### src/oaht_pkg.sv
// ----------------------------------------------------------------------------
// oaht_pkg
// Shared types and constants for the open-address hash table: item layouts,
// command codes and default table size.
// ----------------------------------------------------------------------------
package oaht_pkg;

    localparam int TABLE_SLOTS_DEF = 64;
    localparam int KEY_W           = 31;
    localparam int COLL_W          = 7;

    typedef enum logic {
        CMD_INSERT = 1'b0,
        CMD_SEARCH = 1'b1
    } cmd_t;

    typedef struct packed {
        cmd_t             cmd;
        logic [KEY_W-1:0] key;
    } req_t;

    typedef struct packed {
        logic              found;
        logic [COLL_W-1:0] collisions;
        logic              table_full;
    } rsp_t;

endpackage

### src/oaht_mod.sv
// ----------------------------------------------------------------------------
// oaht_mod
// Home slot unit: key modulo the table size by multiplication with a fixed
// reciprocal, then one multiply-subtract for the remainder; the key, the
// product and the remainder are registered in turn before done rises.
// ----------------------------------------------------------------------------
module oaht_mod
    import oaht_pkg::*;
#(
    parameter int TABLE_SLOTS = TABLE_SLOTS_DEF
)
(
    input  logic                           clk,
    input  logic                           rst_n,
    input  logic                           start,
    input  logic [KEY_W-1:0]               key,
    output logic                           done,
    output logic [$clog2(TABLE_SLOTS)-1:0] rem
);

    localparam int IDX_W  = $clog2(TABLE_SLOTS);
    localparam int SHIFT  = KEY_W + IDX_W;
    localparam int RCP_W  = KEY_W + 1;
    localparam int PROD_W = KEY_W + RCP_W;
    localparam int QUO_W  = PROD_W - SHIFT;
    localparam logic [63:0] RCP_WIDE =
        ((64'd1 << SHIFT) + 64'(TABLE_SLOTS) - 64'd1) / 64'(TABLE_SLOTS);
    localparam logic [RCP_W-1:0] RCP       = RCP_WIDE[RCP_W-1:0];
    localparam logic [KEY_W-1:0] SLOTS_KEY = KEY_W'(TABLE_SLOTS);

    logic              load_reg;
    logic              mul_reg;
    logic              done_reg;
    logic [KEY_W-1:0]  key_reg;
    logic [PROD_W-1:0] prod_reg;
    logic [IDX_W-1:0]  rem_reg;
    logic [QUO_W-1:0]  quo;
    logic [KEY_W-1:0]  quo_slots;
    logic [KEY_W-1:0]  diff;

    assign quo       = prod_reg[PROD_W-1:SHIFT];
    assign quo_slots = KEY_W'(quo) * SLOTS_KEY;
    assign diff      = key_reg - quo_slots;

    always_ff @(posedge clk or negedge rst_n)
    begin
        if (!rst_n)
        begin
            load_reg <= 1'b0;
            mul_reg  <= 1'b0;
            done_reg <= 1'b0;
            key_reg  <= '0;
            prod_reg <= '0;
            rem_reg  <= '0;
        end
        else
        begin
            load_reg <= start;
            mul_reg  <= load_reg;
            done_reg <= mul_reg;
            if (start)
            begin
                key_reg <= key;
            end
            if (load_reg)
            begin
                prod_reg <= PROD_W'(key_reg) * PROD_W'(RCP);
            end
            if (mul_reg)
            begin
                rem_reg <= diff[IDX_W-1:0];
            end
        end
    end

    assign done = done_reg;
    assign rem  = rem_reg;

endmodule

### src/open_address_hash_table.sv
// ----------------------------------------------------------------------------
// open_address_hash_table
// Open-addressing hash table of 31-bit keys with linear or quadratic probing.
//
//   channel | signals                    | item
//   --------+----------------------------+---------------------------------
//   req     | req_valid, req_stall, req  | cmd (insert/search), key
//   rsp     | rsp_valid, rsp_stall, rsp  | found, collisions, table_full
//   cfg     | cfg_we, cfg_data           | probe_mode, written at once
//
// One item at a time: the remainder unit gives the home slot, then one probed
// slot per cycle (1 to TABLE_SLOTS) is read on the table memory's single
// read port, then the result is loaded into the output register once it is
// free; the next item is taken only after the block is back in idle.
// After reset a clearing pass writes every slot and wipes the occupied marks;
// req_stall stays high meanwhile. A stalled result waits in the output
// register while the next item is taken.
// ----------------------------------------------------------------------------
module open_address_hash_table
    import oaht_pkg::*;
#(
    parameter int TABLE_SLOTS = TABLE_SLOTS_DEF
)
(
    input  logic clk,
    input  logic rst_n,
    input  logic req_valid,
    output logic req_stall,
    input  req_t req,
    output logic rsp_valid,
    input  logic rsp_stall,
    output rsp_t rsp,
    input  logic cfg_we,
    input  logic cfg_data
);

    localparam int IDX_W  = $clog2(TABLE_SLOTS);
    localparam int CNT_W  = $clog2(TABLE_SLOTS + 1);
    localparam int WORD_W = KEY_W + 1;
    localparam logic [IDX_W:0]   SLOTS     = (IDX_W + 1)'(TABLE_SLOTS);
    localparam logic [IDX_W-1:0] LAST_IDX  = IDX_W'(TABLE_SLOTS - 1);
    localparam logic [CNT_W-1:0] SLOTS_CNT = CNT_W'(TABLE_SLOTS);

    typedef enum logic [2:0] {
        ST_CLEAR,
        ST_IDLE,
        ST_HASH,
        ST_PROBE,
        ST_FINISH
    } state_t;

    state_t           state_reg, state_next;
    logic [IDX_W-1:0] clr_reg, clr_next;
    logic [IDX_W-1:0] idx_reg, idx_next;
    logic [IDX_W-1:0] dlt_reg, dlt_next;
    logic [CNT_W-1:0] cnt_reg, cnt_next;
    cmd_t             cmd_reg, cmd_next;
    logic [KEY_W-1:0] key_reg, key_next;
    rsp_t             res_reg, res_next;
    rsp_t             rsp_reg, rsp_next;
    logic             rsp_valid_reg, rsp_valid_next;
    logic             mode_reg, mode_next;

    logic [WORD_W-1:0] mem [TABLE_SLOTS];
    logic [WORD_W-1:0] rd_data_reg;
    logic              mem_we;
    logic [IDX_W-1:0]  mem_waddr;
    logic [WORD_W-1:0] mem_wdata;

    logic             mod_start;
    logic             mod_done;
    logic [IDX_W-1:0] mod_rem;

    logic             occ;
    logic             hit;
    logic [CNT_W-1:0] cnt_inc;
    logic [IDX_W:0]   slot_sum;
    logic [IDX_W-1:0] slot_nxt;
    logic [IDX_W:0]   dlt_sum;
    logic [IDX_W-1:0] dlt_nxt;

    oaht_mod #(
        .TABLE_SLOTS(TABLE_SLOTS)
    ) u_mod (
        .clk  (clk),
        .rst_n(rst_n),
        .start(mod_start),
        .key  (req.key),
        .done (mod_done),
        .rem  (mod_rem)
    );

    assign occ     = rd_data_reg[KEY_W];
    assign hit     = occ && (rd_data_reg[KEY_W-1:0] == key_reg);
    assign cnt_inc = cnt_reg + CNT_W'(1);

    assign slot_sum = mode_reg ? ({1'b0, idx_reg} + {1'b0, dlt_reg})
                               : ({1'b0, idx_reg} + (IDX_W + 1)'(1));
    assign slot_nxt = (slot_sum >= SLOTS) ? IDX_W'(slot_sum - SLOTS) : IDX_W'(slot_sum);
    assign dlt_sum  = {1'b0, dlt_reg} + (IDX_W + 1)'(2);
    assign dlt_nxt  = (dlt_sum >= SLOTS) ? IDX_W'(dlt_sum - SLOTS) : IDX_W'(dlt_sum);

    always_comb
    begin
        state_next     = state_reg;
        clr_next       = clr_reg;
        idx_next       = idx_reg;
        dlt_next       = dlt_reg;
        cnt_next       = cnt_reg;
        cmd_next       = cmd_reg;
        key_next       = key_reg;
        res_next       = res_reg;
        rsp_next       = rsp_reg;
        rsp_valid_next = rsp_valid_reg;
        mode_next      = cfg_we ? cfg_data : mode_reg;
        mem_we         = 1'b0;
        mem_waddr      = idx_reg;
        mem_wdata      = {1'b1, key_reg};
        mod_start      = 1'b0;

        if (rsp_valid_reg && !rsp_stall)
        begin
            rsp_valid_next = 1'b0;
        end

        case (state_reg)
            ST_CLEAR:
            begin
                mem_we    = 1'b1;
                mem_waddr = clr_reg;
                mem_wdata = '0;
                if (clr_reg == LAST_IDX)
                begin
                    state_next = ST_IDLE;
                end
                else
                begin
                    clr_next = clr_reg + IDX_W'(1);
                end
            end
            ST_IDLE:
            begin
                if (req_valid)
                begin
                    cmd_next   = req.cmd;
                    key_next   = req.key;
                    mod_start  = 1'b1;
                    state_next = ST_HASH;
                end
            end
            ST_HASH:
            begin
                if (mod_done)
                begin
                    idx_next   = mod_rem;
                    dlt_next   = IDX_W'(1);
                    cnt_next   = '0;
                    state_next = ST_PROBE;
                end
            end
            ST_PROBE:
            begin
                if (cmd_reg == CMD_INSERT)
                begin
                    if (!occ)
                    begin
                        mem_we     = 1'b1;
                        res_next   = '{found: 1'b0, collisions: COLL_W'(cnt_reg),
                                       table_full: 1'b0};
                        state_next = ST_FINISH;
                    end
                    else if (cnt_inc == SLOTS_CNT)
                    begin
                        res_next   = '{found: 1'b0, collisions: COLL_W'(cnt_inc),
                                       table_full: 1'b1};
                        state_next = ST_FINISH;
                    end
                    else
                    begin
                        idx_next = slot_nxt;
                        dlt_next = dlt_nxt;
                        cnt_next = cnt_inc;
                    end
                end
                else
                begin
                    if (hit)
                    begin
                        res_next   = '{found: 1'b1, collisions: '0, table_full: 1'b0};
                        state_next = ST_FINISH;
                    end
                    else if (!occ || (cnt_inc == SLOTS_CNT))
                    begin
                        res_next   = '{found: 1'b0, collisions: '0, table_full: 1'b0};
                        state_next = ST_FINISH;
                    end
                    else
                    begin
                        idx_next = slot_nxt;
                        dlt_next = dlt_nxt;
                        cnt_next = cnt_inc;
                    end
                end
            end
            ST_FINISH:
            begin
                if (!rsp_valid_reg || !rsp_stall)
                begin
                    rsp_next       = res_reg;
                    rsp_valid_next = 1'b1;
                    state_next     = ST_IDLE;
                end
            end
            default:
            begin
                state_next = ST_IDLE;
            end
        endcase
    end

    always_ff @(posedge clk or negedge rst_n)
    begin
        if (!rst_n)
        begin
            state_reg     <= ST_CLEAR;
            clr_reg       <= '0;
            idx_reg       <= '0;
            dlt_reg       <= '0;
            cnt_reg       <= '0;
            cmd_reg       <= CMD_INSERT;
            key_reg       <= '0;
            res_reg       <= '0;
            rsp_reg       <= '0;
            rsp_valid_reg <= 1'b0;
            mode_reg      <= 1'b0;
        end
        else
        begin
            state_reg     <= state_next;
            clr_reg       <= clr_next;
            idx_reg       <= idx_next;
            dlt_reg       <= dlt_next;
            cnt_reg       <= cnt_next;
            cmd_reg       <= cmd_next;
            key_reg       <= key_next;
            res_reg       <= res_next;
            rsp_reg       <= rsp_next;
            rsp_valid_reg <= rsp_valid_next;
            mode_reg      <= mode_next;
        end
    end

    always_ff @(posedge clk)
    begin
        if (mem_we)
        begin
            mem[mem_waddr] <= mem_wdata;
        end
        rd_data_reg <= mem[idx_next];
    end

    assign req_stall = (state_reg != ST_IDLE);
    assign rsp_valid = rsp_valid_reg;
    assign rsp       = rsp_reg;

endmodule

### config.mk
export PLATFORM = sky130hd
export DESIGN_NAME = open_address_hash_table
export DESIGN_NICKNAME = d
export VERILOG_FILES = /design/src/oaht_pkg.sv /design/src/oaht_mod.sv /design/src/open_address_hash_table.sv
export SDC_FILE = /design/constraint.sdc
export NUM_CORES = 2
export LEC_CHECK = 0
export BUFFER_PORTS_ARGS = -buffer_cell sky130_fd_sc_hd__buf_2
export CORE_MARGIN = 2
export CORE_UTILIZATION = 45
export CTS_CLUSTER_SIZE = 8
export DETAILED_ROUTE_END_ITERATION = 16
export PLACE_DENSITY = 0.68
export REMOVE_ABC_BUFFERS = 1
export SYNTH_ARGS = -nofsm -noshare
export SYNTH_HDL_FRONTEND = slang
export SYNTH_SLANG_ARGS = --single-unit
export TNS_END_PERCENT = 30
### constraint.sdc
create_clock -name clk -period 11.5 [get_ports clk]
set_input_delay 1.15 -clock clk [delete_from_list [all_inputs] [get_ports clk]]
set_output_delay 1.15 -clock clk [all_outputs]
set_load 0.05 [all_outputs]
==> results.md <==
- Status: complete, no violations
- Sequential-to-total area share from yosys stat: 74.6%
- 1st-pass router iterations: 6
- Ys flop type: edfxtp_1
- Initial antenna violation count: 19
- Later-pin clock latency in the skew report: 930 ps
- Ys Warns: 0
- Vias: approximately 54,000
- Count leader, synth: edfxtp_1
- H-tree levels: 5
- Lkg Pwr: roughly 0.034 uW
- Overall Global Routing Usage: between 20% and 30%
- Cts repair resizes: 0
- Tcrit/Tclk final: around 60%
- Worst setup EP type: flop
- Final min period: between 6000 and 7000 ps
- Placed insts: between 8,000 and 9,000
- Row cnt: between 150 and 200
- First-pass GRT wire length: approximately 360 mm
- WL per Instance: 27.6 um
- Number of synthesized flops with an enable pin: 2,048
- Vias in the first global route: a little over 50,000
- Clk root buf: clkbuf_16
- Distinct cell type count after synthesis: slightly below 70
- Mapped Area: ~86,000 um^2
- Die height: about 440 um
- Fin util: slightly above 50%
- DIE WIDTH: between 400 and 500 um
- Initial drt markers: 7,532
- Maxcap violations: 0
- Fmax: between 0.1 and 0.15 GHz
- Worst Tran Pin Value: ~1400 ps
- CTS max path bufs: 4
- Ranking of synthesized cells by area: edfxtp_1, nand2_1, nand3_1
- Top cells by count, synth: edfxtp_1, nand2_1, nand3_1, mux2i_1, clkbuf_1
- Postcts setup bufs: 0
- Vias/cell: roughly 6.0
- Drt drc: 0
- RSZ-0062 raised after global routing: no
- Layout Nets: about 6,300
- Critical Path AT: around 7700 ps
- CTS hold repair buffers: 0
- DP HPWL: 130 mm
- Pwr dens: 308 nW/um^2
- IO Count: 49
- Clk_skew: 66.8 ps
- Met3 routed WL: ~27 mm
- WL met1: a little over 90 mm
- Clk sinks: about 2,200
- Pin count of the biggest net entering global routing: roughly 150
- Initial core utilization: a little under half
- CP Data Required Time: 12,310 ps
- Final std cells w/o fill: 8,915
- Setup-failing EPs final: 0
- Largest register FFs: 2,048
- Slew Limit Fails: 0
- WS Path Type: flop to flop
- Synth Area per Inst: around 14 um^2
- Area growth syn-to-layout: 14.3%
- Gate Count Post-Synth: around 6,100
- Worst min-delay path category: primary input to asynchronous set/reset pin
- Layout cells sized above 1: between 10% and 20%
- Crit-path max FO: roughly 120
- Port Buf Inserts: 48
- Post-route ant nets: 0
- Top-area cell type share of the netlist area: between 70% and 80%
- Met2 wire length: between 100 and 150 mm
- Area leader, netlist: edfxtp_1
- Final Hold Violating Endpoints: 0
- Die area: slightly below 200,000 um^2
- Fin Hold WS: about 200 ps
- Routed WL: around 250 mm
- TritonCTS buffer count: ~320
- Flops & latches, synth: roughly 2,200
- CTS tree: yes
- Critical path startpoint category: flop
- Maximum VDD drop: ~280 uV
- Core region area: 190,000 um^2
- Uppermost layer routed: met5
- Clock-pin slew on the worst setup and hold paths: ~50 ps
- Grt total ovfl: 0
- Slew HR: 6.82%
- Post-synthesis async set-or-reset flop share: roughly 4%
- Routability congestion estimate: roughly 0.85
[area by class of cell]
class                      count  area (um^2)
inverter                      14         82.6
tap                         2511         3140
antenna                        6         15.0
clock inverter                 9          110
timing repair buffer         189         1400
multi-input combinational   3551        20800
sequential                  2169        64400
fill                       15176        91800
clock buffer                 466         8700
[through the flow]
stage               cell area, um^2  setup WS (ps)  power [uW]  TNS (ps)
finish                        98600           4610       30400         0
global route                  98600           4540       31500         0
CTS                           98600           4880       30300         0
detailed placement            89800           4910       22000         0
global placement              89800           4810       21700         0
floorplan                     84600          -7180       19200   -223650
[routing by layer]
layer | up-vias | GRT usage, %
met3 | 645 | 5.95
met1 | 26900 | 32.9
met4 | 10 | 12.6
met5 | - | 0
li1 | 22900 | -
met2 | 3207 | 38.3
[critical path, cell delays in order (launching register included)]
cell	delay (ps)
dfxtp_1	550
xor2_1	210
nor4_1	490
nand4_1	380
o21ai_2	620
mux2_8	680
inv_8	660
buf_4	450
buf_12	440
mux2i_1	170
mux2_2	300
o2bb2ai_1	120
a221oi_1	810
and4_1	470
[cell usage in the layout, fill, tap and decap left out, drive strengths merged, types with 37 or more instances in the layout]
cell    netlist  layout
a41oi        38      38
mux2        110     110
xor2         43      43
and3         52      52
nand2      1450    1450
and2         37      37
buf         209     189
a21oi        37      37
a22oi        44      44
nand3       925     925
dfrtp        89      89
o21ai        43      43
mux2i       435     435
nor2         89      89
edfxtp     2048    2048
clkbuf      157     466
[report_power, final]
part	switching [uW]	internal (uW)
sequential	258	10600
clock	3170	5160
combinational	8110	3030
total	11500	18800
[final timing paths]
| path | to | from | slack, ps | cells after the start |
|---|---|---|---|---|
| max reg2reg | rd_data_reg[27] | rd_data_reg[5] | 4610 | 13 |
| max | rd_data_reg[27] | rd_data_reg[5] | 4610 | 13 |
| min reg2reg | u_mod.mul_reg | u_mod.load_reg | 350 | 0 |
| min in group clk | u_mod.mul_reg | u_mod.load_reg | 350 | 0 |
| min | res_reg[4] | rst_n | 210 | 1 |
| max in group asynchronous | key_reg[10] | rst_n | 9920 | 2 |
[kinds of logic (layout without fill, tap and decap cells)]
group	count (synthesis)	in the layout	share of synthesized area (%)
compound gates	295	295	2.57
xor+xnor	48	48	0.487
fa+ha+maj	9	9	0.139
buf+inv	380	678	2.04
flops	2169	2169	74.6
mux	551	551	6.64
other cells	0	6	0
simple gates	2648	2648	13.5
Note: power is estimated with default switching activity, not from simulation.
